===== config.mk =====
export PLATFORM = sky130hd
export DESIGN_NAME = lcd_window_fill_byte_sequencer_top
export DESIGN_NICKNAME = d
export VERILOG_FILES = /design/src/sv/lwfs_pkg.sv /design/src/sv/lwfs_front.sv /design/src/sv/lwfs_queue.sv /design/src/sv/lwfs_back.sv /design/src/sv/lcd_window_fill_byte_sequencer_top.sv
export SDC_FILE = /design/constraint.sdc
export NUM_CORES = 2
export LEC_CHECK = 0
export ABC_CLOCK_PERIOD_IN_PS = 16470
export BUFFER_PORTS_ARGS = -buffer_cell sky130_fd_sc_hd__buf_2
export CORE_MARGIN = 3
export CORE_UTILIZATION = 40
export CTS_CLUSTER_DIAMETER = 150
export CTS_CLUSTER_SIZE = 12
export DETAILED_ROUTE_END_ITERATION = 7
export PLACE_DENSITY_LB_ADDON = 0.2
export SETUP_SLACK_MARGIN = 0.3
export SLEW_MARGIN = 20
export SYNTH_ARGS = -nofsm -noshare
export SYNTH_HDL_FRONTEND = slang
export SYNTH_SLANG_ARGS = --single-unit

===== constraint.sdc =====
create_clock -name clk -period 16.47 [get_ports clk]
set_clock_uncertainty 0.1 [all_clocks]
set_input_delay 4.941 -clock clk [delete_from_list [all_inputs] [get_ports clk]]
set_output_delay 4.941 -clock clk [all_outputs]
set_load 0.02 [all_outputs]

===== src/sv/lwfs_pkg.sv =====
package lwfs_pkg;

  // Queue between front and back
  localparam int QDEPTH = 4;
  localparam int QAW    = $clog2(QDEPTH);
  localparam int QCW    = $clog2(QDEPTH + 1);

  // Input modes
  localparam logic [1:0] MODE_STEP  = 2'd0;
  localparam logic [1:0] MODE_FILL  = 2'd1;
  localparam logic [1:0] MODE_PIXEL = 2'd2;

  // Configuration register indexes
  localparam logic [0:0] CFG_WIDTH  = 1'b0;
  localparam logic [0:0] CFG_HEIGHT = 1'b1;

  localparam logic [15:0] WIDTH_RST  = 16'd240;
  localparam logic [15:0] HEIGHT_RST = 16'd320;

  // Panel commands
  localparam logic [7:0] CMD_CASET = 8'h2A;
  localparam logic [7:0] CMD_PASET = 8'h2B;
  localparam logic [7:0] CMD_RAMWR = 8'h2C;

  // Header byte positions
  localparam logic [3:0] HDR_CASET = 4'd0;
  localparam logic [3:0] HDR_XS_HI = 4'd1;
  localparam logic [3:0] HDR_XS_LO = 4'd2;
  localparam logic [3:0] HDR_XE_HI = 4'd3;
  localparam logic [3:0] HDR_XE_LO = 4'd4;
  localparam logic [3:0] HDR_PASET = 4'd5;
  localparam logic [3:0] HDR_YS_HI = 4'd6;
  localparam logic [3:0] HDR_YS_LO = 4'd7;
  localparam logic [3:0] HDR_YE_HI = 4'd8;
  localparam logic [3:0] HDR_YE_LO = 4'd9;
  localparam logic [3:0] HDR_RAMWR = 4'd10;
  localparam logic [3:0] HDR_LEN   = 4'd11;

  typedef struct packed {
    logic [1:0]  mode;
    logic [15:0] pos_x;
    logic [15:0] pos_y;
    logic [15:0] rect_w;
    logic [15:0] rect_h;
    logic [15:0] color;
  } lwfs_in_t;

  typedef struct packed {
    logic [7:0] out_byte;
    logic       is_data;
    logic       last;
  } lwfs_out_t;

  typedef enum logic [1:0] {
    ENT_LOAD,
    ENT_HDR,
    ENT_COL_HI,
    ENT_COL_LO
  } ent_kind_t;

  // One queued work entry: either a window load or one byte to emit
  typedef struct packed {
    ent_kind_t   kind;
    logic [3:0]  hdr_idx;
    logic        last;
    logic [15:0] xs;
    logic [15:0] xe;
    logic [15:0] ys;
    logic [15:0] ye;
    logic [15:0] color;
  } ent_t;

  typedef struct packed {
    logic full;
    logic empty;
  } q_stat_t;

endpackage


===== src/sv/lwfs_front.sv =====
module lwfs_front (
  input  logic              clk,
  input  logic              rst_n,
  input  logic              cfg_we,
  input  logic [0:0]        cfg_index,
  input  logic [15:0]       cfg_data,
  input  logic              in_take,
  input  lwfs_pkg::lwfs_in_t in_item,
  output logic              q_push,
  output lwfs_pkg::ent_t    q_ent,
  output logic              busy
);
  import lwfs_pkg::*;

  logic [15:0] width_r, height_r;
  logic        busy_r, busy_nxt;
  logic [3:0]  hdr_r, hdr_nxt;
  logic        lowb_r, lowb_nxt;
  logic [31:0] pix_r, pix_nxt;
  logic        mul_pend_r, mul_pend_nxt;
  logic [15:0] wc_r, wc_nxt, hc_r, hc_nxt;

  logic        is_start, start, step, over_x, over_y;
  logic [16:0] sum_x, sum_y;
  logic [15:0] xe, ye;
  logic [31:0] prod;

  // Configuration registers
  always_ff @(posedge clk) begin
    if (!rst_n) begin
      width_r  <= WIDTH_RST;
      height_r <= HEIGHT_RST;
    end else if (cfg_we) begin
      case (cfg_index)
        CFG_WIDTH:  width_r  <= cfg_data;
        CFG_HEIGHT: height_r <= cfg_data;
        default: ;
      endcase
    end
  end

  // Classify the incoming transaction
  always_comb begin
    is_start = (in_item.mode == MODE_FILL) || (in_item.mode == MODE_PIXEL);
    start    = in_take && is_start && !busy_r &&
               (in_item.pos_x < width_r) && (in_item.pos_y < height_r);
    step     = in_take && (in_item.mode == MODE_STEP) && busy_r;
  end

  // Clip a fill against the panel edge; window end = start + size - 1 (16-bit wrap), or start + 1 for a pixel
  always_comb begin
    sum_x  = {1'b0, in_item.pos_x} + {1'b0, in_item.rect_w};
    sum_y  = {1'b0, in_item.pos_y} + {1'b0, in_item.rect_h};
    over_x = sum_x > {1'b0, width_r};
    over_y = sum_y > {1'b0, height_r};
    if (in_item.mode == MODE_PIXEL) begin
      xe     = in_item.pos_x + 16'd1;
      ye     = in_item.pos_y + 16'd1;
      wc_nxt = 16'd1;
      hc_nxt = 16'd1;
    end else begin
      xe     = over_x ? width_r - 16'd1 : in_item.pos_x + in_item.rect_w - 16'd1;
      ye     = over_y ? height_r - 16'd1 : in_item.pos_y + in_item.rect_h - 16'd1;
      wc_nxt = over_x ? width_r - in_item.pos_x : in_item.rect_w;
      hc_nxt = over_y ? height_r - in_item.pos_y : in_item.rect_h;
    end
  end

  // Pixel count, taken in the cycle after the start
  assign prod = {16'd0, wc_r} * {16'd0, hc_r};

  // Sequencer next state and queue entry
  always_comb begin
    busy_nxt     = busy_r;
    hdr_nxt      = hdr_r;
    lowb_nxt     = lowb_r;
    pix_nxt      = mul_pend_r ? prod : pix_r;
    mul_pend_nxt = 1'b0;
    q_push       = start || step;
    q_ent        = '0;
    q_ent.kind   = ENT_LOAD;
    if (start) begin
      busy_nxt     = 1'b1;
      hdr_nxt      = '0;
      lowb_nxt     = 1'b0;
      mul_pend_nxt = 1'b1;
      q_ent.xs     = in_item.pos_x;
      q_ent.xe     = xe;
      q_ent.ys     = in_item.pos_y;
      q_ent.ye     = ye;
      q_ent.color  = in_item.color;
    end else if (step) begin
      if (hdr_r < HDR_LEN) begin
        q_ent.kind    = ENT_HDR;
        q_ent.hdr_idx = hdr_r;
        hdr_nxt       = hdr_r + 4'd1;
        if (hdr_r == HDR_RAMWR && pix_r == '0) begin
          q_ent.last = 1'b1;
          busy_nxt   = 1'b0;
        end
      end else if (!lowb_r) begin
        q_ent.kind = ENT_COL_HI;
        lowb_nxt   = 1'b1;
      end else begin
        q_ent.kind = ENT_COL_LO;
        lowb_nxt   = 1'b0;
        pix_nxt    = pix_r - 32'd1;
        if (pix_r == 32'd1) begin
          q_ent.last = 1'b1;
          busy_nxt   = 1'b0;
        end
      end
    end
  end

  always_ff @(posedge clk) begin
    if (!rst_n) begin
      busy_r     <= 1'b0;
      hdr_r      <= '0;
      lowb_r     <= 1'b0;
      pix_r      <= '0;
      mul_pend_r <= 1'b0;
    end else begin
      busy_r     <= busy_nxt;
      hdr_r      <= hdr_nxt;
      lowb_r     <= lowb_nxt;
      pix_r      <= pix_nxt;
      mul_pend_r <= mul_pend_nxt;
    end
  end

  // Clipped size, held for the count multiply
  always_ff @(posedge clk) begin
    if (start) begin
      wc_r <= wc_nxt;
      hc_r <= hc_nxt;
    end
  end

  assign busy = busy_r;

endmodule


===== src/sv/lwfs_queue.sv =====
module lwfs_queue (
  input  logic              clk,
  input  logic              rst_n,
  input  logic              push,
  input  lwfs_pkg::ent_t    wr_ent,
  input  logic              pop,
  output lwfs_pkg::ent_t    rd_ent,
  output lwfs_pkg::q_stat_t stat
);
  import lwfs_pkg::*;

  ent_t           ent_r [QDEPTH];
  logic [QAW-1:0] wp_r, rp_r;
  logic [QCW-1:0] cnt_r, cnt_nxt;

  // Entry storage
  always_ff @(posedge clk) begin
    if (push) begin
      ent_r[wp_r] <= wr_ent;
    end
  end

  // Pointers and fill count
  always_comb begin
    cnt_nxt = cnt_r;
    if (push && !pop) begin
      cnt_nxt = cnt_r + QCW'(1);
    end else if (pop && !push) begin
      cnt_nxt = cnt_r - QCW'(1);
    end
  end

  always_ff @(posedge clk) begin
    if (!rst_n) begin
      wp_r  <= '0;
      rp_r  <= '0;
      cnt_r <= '0;
    end else begin
      if (push) wp_r <= wp_r + QAW'(1);
      if (pop)  rp_r <= rp_r + QAW'(1);
      cnt_r <= cnt_nxt;
    end
  end

  assign rd_ent     = ent_r[rp_r];
  assign stat.full  = (cnt_r == QCW'(QDEPTH));
  assign stat.empty = (cnt_r == '0);

endmodule


===== src/sv/lwfs_back.sv =====
module lwfs_back (
  input  logic              clk,
  input  logic              rst_n,
  input  lwfs_pkg::q_stat_t q_stat,
  input  lwfs_pkg::ent_t    q_head,
  output logic              q_pop,
  input  logic              out_pop,
  output logic              out_empty,
  output lwfs_pkg::lwfs_out_t out_data
);
  import lwfs_pkg::*;

  logic [15:0] xs_r, xe_r, ys_r, ye_r, color_r;
  logic        out_vld_r, out_vld_nxt;
  lwfs_out_t   out_r, out_nxt;
  logic        can_take, is_load;

  // Header byte for a given position of the address-window sequence
  function automatic logic [8:0] hdr_byte(input logic [3:0] idx, input logic [15:0] xs,
                                          input logic [15:0] xe, input logic [15:0] ys,
                                          input logic [15:0] ye);
    logic [8:0] r;
    case (idx)
      HDR_CASET: r = {1'b0, CMD_CASET};
      HDR_XS_HI: r = {1'b1, xs[15:8]};
      HDR_XS_LO: r = {1'b1, xs[7:0]};
      HDR_XE_HI: r = {1'b1, xe[15:8]};
      HDR_XE_LO: r = {1'b1, xe[7:0]};
      HDR_PASET: r = {1'b0, CMD_PASET};
      HDR_YS_HI: r = {1'b1, ys[15:8]};
      HDR_YS_LO: r = {1'b1, ys[7:0]};
      HDR_YE_HI: r = {1'b1, ye[15:8]};
      HDR_YE_LO: r = {1'b1, ye[7:0]};
      default:   r = {1'b0, CMD_RAMWR};
    endcase
    return r;
  endfunction

  // Window loads always drain; byte entries wait for room in the output stage
  always_comb begin
    can_take = !out_vld_r || out_pop;
    is_load  = (q_head.kind == ENT_LOAD);
    q_pop    = !q_stat.empty && (is_load || can_take);
  end

  // Format the output byte
  always_comb begin
    out_nxt      = out_r;
    out_vld_nxt  = out_vld_r && !out_pop;
    if (q_pop && !is_load) begin
      out_vld_nxt  = 1'b1;
      out_nxt.last = q_head.last;
      case (q_head.kind)
        ENT_HDR: begin
          {out_nxt.is_data, out_nxt.out_byte} =
            hdr_byte(q_head.hdr_idx, xs_r, xe_r, ys_r, ye_r);
        end
        ENT_COL_HI: begin
          out_nxt.is_data  = 1'b1;
          out_nxt.out_byte = color_r[15:8];
        end
        default: begin
          out_nxt.is_data  = 1'b1;
          out_nxt.out_byte = color_r[7:0];
        end
      endcase
    end
  end

  // Latched window and color
  always_ff @(posedge clk) begin
    if (q_pop && is_load) begin
      xs_r    <= q_head.xs;
      xe_r    <= q_head.xe;
      ys_r    <= q_head.ys;
      ye_r    <= q_head.ye;
      color_r <= q_head.color;
    end
  end

  always_ff @(posedge clk) begin
    if (!rst_n) begin
      out_vld_r <= 1'b0;
    end else begin
      out_vld_r <= out_vld_nxt;
    end
  end

  always_ff @(posedge clk) begin
    out_r <= out_nxt;
  end

  assign out_empty = !out_vld_r;
  assign out_data  = out_r;

endmodule


===== src/sv/lcd_window_fill_byte_sequencer_top.sv =====
// LCD address-window fill sequencer. Write a fill (mode 1) or pixel draw (mode 2) request,
// then push one step transaction (mode 0) per byte wanted; each step yields one byte
// (0x2A + X window, 0x2B + Y window, 0x2C, then the color high/low per pixel), the final
// one flagged last. Starts and idle steps produce nothing. One transaction is accepted per
// clock while in_full is low; in_full rises only when the 4-entry work queue between the
// classifying front end and the byte formatter is full, which happens only while the
// result side is not popped. With the queue drained, a step's byte passes the queue entry
// and the output register before it reaches the result ports. The pixel count (clipped
// width times height) is formed by a multiplier in the cycle after the start and is needed
// only at the end of the 11-byte header. Panel size registers reset to 240 x 320 and are
// to be written by the user only while no operation is under way; the block does not check.
module lcd_window_fill_byte_sequencer_top (
  input  logic                clk,
  input  logic                rst_n,
  input  logic                cfg_we,
  input  logic [0:0]          cfg_index,
  input  logic [15:0]         cfg_data,
  input  logic                in_push,
  output logic                in_full,
  input  lwfs_pkg::lwfs_in_t  in_data,
  output logic                out_empty,
  input  logic                out_pop,
  output lwfs_pkg::lwfs_out_t out_data
);
  import lwfs_pkg::*;

  logic      q_push, q_pop, f_busy, in_take;
  ent_t      q_wr_ent, q_head;
  q_stat_t   qs;

  assign in_full = qs.full;
  assign in_take = in_push && !in_full;

  lwfs_front u_front (
    .clk       (clk),
    .rst_n     (rst_n),
    .cfg_we    (cfg_we),
    .cfg_index (cfg_index),
    .cfg_data  (cfg_data),
    .in_take   (in_take),
    .in_item   (in_data),
    .q_push    (q_push),
    .q_ent     (q_wr_ent),
    .busy      (f_busy)
  );

  lwfs_queue u_queue (
    .clk    (clk),
    .rst_n  (rst_n),
    .push   (q_push),
    .wr_ent (q_wr_ent),
    .pop    (q_pop),
    .rd_ent (q_head),
    .stat   (qs)
  );

  lwfs_back u_back (
    .clk       (clk),
    .rst_n     (rst_n),
    .q_stat    (qs),
    .q_head    (q_head),
    .q_pop     (q_pop),
    .out_pop   (out_pop),
    .out_empty (out_empty),
    .out_data  (out_data)
  );

  // Front never writes into a full queue
  a_no_push_full: assert property (@(posedge clk) disable iff (!rst_n)
    q_push |-> !qs.full) else $error("queue push while full");

  // Back never reads an empty queue
  a_no_pop_empty: assert property (@(posedge clk) disable iff (!rst_n)
    q_pop |-> !qs.empty) else $error("queue pop while empty");

  // An operation only finishes on an accepted step transaction
  a_busy_end_on_step: assert property (@(posedge clk) disable iff (!rst_n)
    ($fell(f_busy) && $past(rst_n)) |->
      $past(in_push && !in_full && in_data.mode == MODE_STEP))
    else $error("operation ended without a step");

endmodule


== Word-level counts from Yosys, hierarchy flattened ==
Memories as Yosys holds them, arrays and structs flattened. A register that Yosys moved wholly into a read port is not among the register bits.
Cells that the tools add are included.
Word-level totals
  input port bits: 104
  word-level logic and storage cells: 145
  memories kept: 1
  bits in registers: 201
  output and inout bits: 12
  memory bits (writable): 348
Memories
  u_queue.ent_r: depth 4, bits a word 87, rd ports 1, clocked after Yosys merged registers in 1, wr ports 1, line lwfs_queue.sv:12  | ent_t ent_r [QDEPTH];
Cells by class
  $mul: 1
  equal/unequal tests: 17
  $add $sub $neg: 18
  reduce and logical (&&, ||, !) cells: 41
  bitwise gates (word level): 3
  muxes and demuxes: 38
  order comparisons: 5
Operator list (count)
  2-to-1 mux 32 bit: 5
  2-to-1 mux 16 bit: 6
  case mux 9 bit (10 select lines): 1
  2-to-1 mux 80 bit: 1
  subtractor 16 x 1 -> 16 bit, second input constant: 4
  adder 16 x 16 -> 17 bit: 2
  > comparator 17 x 16 -> 1 bit: 2
  adder 16 x 1 -> 16 bit, second input constant: 2
  adder 16 bit: 2
  == test 32 x 1 -> 1 bit, second input constant: 1
  logical NOT 32 bit: 1
  less-than comparator 16 bit: 2
  multiplier 16 x 16 -> 32 bit: 1
  subtractor 16 bit: 2
  subtractor 32 x 1 -> 32 bit, second input constant: 1
  case mux 9 bit (2 select lines): 1
  == test 4 x 3 -> 1 bit, second input constant: 4
  2-to-1 mux 1 bit: 16
  logical AND 1 bit: 14
  2-to-1 mux 7 bit: 2
  == test 4 bit, second input constant: 3
  == test 4 x 2 -> 1 bit, second input constant: 2
  logical NOT 1 bit: 8
  AND reduction 2 bit: 4
  other kinds (22): 36

== Logic depth before layout (Yosys ltp) ==
  word-level depth: 12
  gate-level depth with buffers: 24
  gate-level depth less buffers: 23

== Modules after synthesis ==
A second synthesis with hierarchy kept.
Unflattened totals
  cell total of the unflattened synthesis: 3391
  area total of the unflattened synthesis: 37571.0 sq um
Modules (own cells, without submodules)
  lwfs_front: area an instance 20856.3 sq um, cells each 2662, seq. area each 2382.3 sq um, times used 1
  lwfs_queue: area an instance 13000.0 sq um, cells each 498, seq. area each 10630.2 sq um, times used 1
  lwfs_back: area an instance 3701.0 sq um, cells each 230, seq. area each 2722.6 sq um, times used 1
  lcd_window_fill_byte_sequencer_top: area an instance 13.8 sq um, cells each 1, seq. area each 0.0 sq um, times used 1

== Worst setup path before layout ==
No wires, ideal clock.
  kind: in2reg
  start point: input in_data[48] (netlist name)
  end point: memory u_queue.ent_r[0][0] (netlist name) (enable)
  buffers on the path: 1
  setup time: 0.456 ns
  setup slack: 6.890 ns
  required time: 15.914 ns
  arrival time: 9.025 ns
  cell stages on the path: 12
  path through: ha_1 > fa_1 > nor2b_1 > o21ai_0 > a21boi_0 > o31a_1 > o211ai_1 > a31o_2 > a21o_1 > clkbuf_1 > nand2_1 > and2_1
On the way
  word-level cells in the longest chain between the ends: 5
RTL lines
  start: declaration: line lcd_window_fill_byte_sequencer_top.sv:20  | input lwfs_pkg::lwfs_in_t in_data,
  less-than comparator 16 bit: line lwfs_front.sv:46  | (in_item.pos_x < width_r) && (in_item.pos_y < height_r);
  logical AND 1 bit: line lwfs_front.sv:46
  logical OR 1 bit: line lwfs_front.sv:79  | q_push = start || step;
  net q_push: line lcd_window_fill_byte_sequencer_top.sv:27  | logic q_push, q_pop, f_busy, in_take;
  2-to-1 mux 1 bit: line lwfs_queue.sv:18  | if (push) begin
  2-to-1 mux 1 bit (implied by the code): line lwfs_queue.sv:19  | ent_r[wp_r] <= wr_ent;
  end: declaration: line lwfs_queue.sv:12
The timed path passes the listed nets, and every way through them passes these cells.

==> run metrics <==
RSZ-0062 raised after global routing no; clock-pin slew on the worst setup and hold paths 0.07 ns; crit end category flip-flop; grt total ovfl 0; WP data required 16.70 ns; transition time of the tightest slew-check pin around 1.1 ns; dpl cells approximately 4,500; Leak 16.8 nW; FF+latch count, synth about 550; minimum clock period 10.30 ns; WHS a little under 0.4 ns; cts hold-fix bufs 0; drt via density between 5 and 6; RD Place Congestion between 0.9 and 1; antenna-violating nets left 0; Worst slew margin 29.3%; Routed wire per std cell 21.9 um; largest registers u_queue.ent_r x348, u_front.pix_r x32; CTS tree yes; met2 Use GR 33.4%; met3 Use GR 2.72%; Yosys cell types 77; EDFF count, synth between 400 and 500; Crit path arrival time 10.53 ns; crit-path max FO 19; Comb pwr share about a quarter; syn nets 3,923; Vias 25,600; # rows 110; Post-CTS Resized 0; GRT met1 Usage between 30 and 40%; Final nets 4,003; Die W between 300 and 400 um; Synth Instances between 3,000 and 4,000; CP startpoint kind primary input; critical path type in -> reg; Clock Power Share 29.8%; CTS Root Cell clkbuf_16; sequential share of power 45.0%; final setup vio count 0; post-route insts no fill 4,626; 1st-iter DRT viols 1,950; PortBufs 115; most used flip-flop cell after synthesis edfxtp_1; initial antenna violation count 4; vias in the first global route 25,300; layout cells sized above 1 9.29%; type of the most critical hold path reg -> reg; drt first pass iters 7; Seq/Total Area, Yosys 42.6%; Synth async-reset ratio 0%; die area 96,000 um2; VDD IR max 0.0862 mV; setup_tns 0 ns; Starting Density 40.7%; average cell area after synthesis 11.0 um2; sw frac 31.2%; status completed; Core Region 90,700 um2; P&R area growth vs syn 8.92%; global-route wire length before repair 155 mm; DRC viols 0; final WL between 100 and 150 mm; Hold Vio Cnt, Final 0; largest net degree at the start of global routing 72; CTS Buffer Depth 3; # Post-CTS Setup Buffers 0; fin crit share 62.5%; Int Power between 2 and 3 mW; Psw approximately 1.1 mW; Clock Sinks 551; cell area after synthesis 36,900 um2; Detailed Place HPWL 75.1 mm; main area contributors after synthesis edfxtp_1 (38%), fa_1 (11%), ha_1 (9.4%), mux4_2 (5.3%), dfxtp_1 (4.4%); # H-tree levels 2; register bank with the most flops u_queue.ent_r; # fillers 8,525; Slew Viols, Final 0; fmax 97.1 MHz; Core Util, Final 44.3%; clock buffer count from CTS 52; boundary pin count 116; Pwr per Cell Area 91.0 nW/um2; GRT Max-Usage Layer met2; Largest register FFs 348; post-synth top area cell edfxtp_1; total track usage 21.1%; top-area cell type share of the netlist area between 30% and 40%; DIE HEIGHT 310 um; clk_lat worst skew 0.61 ns; Syn. warnings 0; max_cap viols 0
-- power by group through the flow --
stage / clock, mW / combinational (mW) / sequential (mW)
floorplan: 0 / 0.666 / 1.66
global placement: 0 / 0.925 / 1.68
detailed placement: 0 / 0.925 / 1.68
CTS: 1.12 / 0.930 / 1.65
global route: 1.16 / 1.03 / 1.65
finish: 1.09 / 0.924 / 1.64
-- critical path: stages --
cell      delay [ns]
buf_2           0.15
ha_1            0.21
fa_1            0.41
a21o_1          0.18
a21oi_1         0.20
nand2b_1        0.20
a211o_1         0.14
nand3_1         0.12
o311ai_0        0.87
a21oi_1         0.16
nor2_1          0.15
xnor2_1         0.08
ha_1            0.29
nand2_1         0.07
or3_1           0.38
o32a_1          0.34
o21ai_0         0.08
and2_0          0.25
o21a_1          0.74
nor2_1          0.11
o31ai_1         0.46
-- through the flow --
stage	setup WS (ns)	power, mW	area, um2
final	6.17	3.66	40200
after global routing	5.73	3.84	40200
after CTS	6.28	3.69	40200
after detailed placement	5.67	2.60	38700
after global placement	5.74	2.60	38700
after floorplan	6.89	2.32	36900
-- synthesized netlist by cell type (all sizes together), types with 44 or more instances --
library cell,n
ha,276
edfxtp,470
fa,201
nor2,214
clkbuf,89
inv,425
nor3,67
mux4,87
nand3,66
nand2,309
o21ai,99
dfxtp,81
and2,145
xnor2,122
a21oi,190
a21o,44
-- per-layer routing --
metal	vias up	part of all wire, %
met5	-	0.015
li1	11900	-
met3	138	6.1
met4	2	2.7
met2	839	45
met1	12700	46
-- cell usage in the layout, fill, tap and decap left out, types with 9 or more instances in the layout --
cell type  instances
edfxtp_1         470
inv_1            424
nand2_1          307
ha_1             275
nor2_1           212
fa_1             201
a21oi_1          190
and2_1           140
xnor2_1          122
buf_2            115
o21ai_0           97
mux4_2            87
dfxtp_1           79
nand3_1           66
nor3_1            66
clkbuf_16         52
a21o_1            43
xor2_1            31
a211oi_1          29
mux2i_1           27
nand4_1           25
buf_4             24
or3_1             22
a22oi_1           21
nand2b_1          19
a31oi_1           19
clkbuf_1          19
nor2b_1           18
and3_1            17
o31ai_1           17
o21a_1            16
nor4_1            16
o211ai_1          15
a221oi_1          11
or2_2             10
a21boi_0           9
-- worst paths after layout --
path              slack, ns               from  depth (start not counted)                    to
setup / recovery       6.17        in_data[64]                         21  u_queue.ent_r[3][61]
hold / removal         0.38  u_front.pix_r[18]                          1     u_front.pix_r[18]
setup reg to reg       9.26    u_front.wc_r[6]                         20     u_front.pix_r[31]
hold reg to reg        0.38  u_front.pix_r[18]                          1     u_front.pix_r[18]
-- area by class of cell --
class | count | area [um2] | area share (%)
Multi-Input combinational cell | 2251 | 19200 | 47.7
Sequential cell | 551 | 15700 | 39.2
Clock buffer | 71 | 1370 | 3.41
Inverter | 427 | 1600 | 3.99
Antenna cell | 5 | 12.5 | 0.0311
Tap cell | 1176 | 1470 | 3.66
Clock inverter | 6 | 85.1 | 0.212
Timing Repair Buffer | 139 | 756 | 1.88
-- kinds of logic (layout without fill, tap and decap cells) --
logic type	after synthesis	after routing	share of synthesized area [%]
fa+ha+maj	477	477	20.3
mux	116	116	6.10
flops	551	551	42.6
simple gates	957	957	12.4
xor+xnor	153	153	3.63
compound gates	548	548	9.41
other cells	0	5	0
buf+inv	540	643	5.53
(Power assumes the default switching activity.)
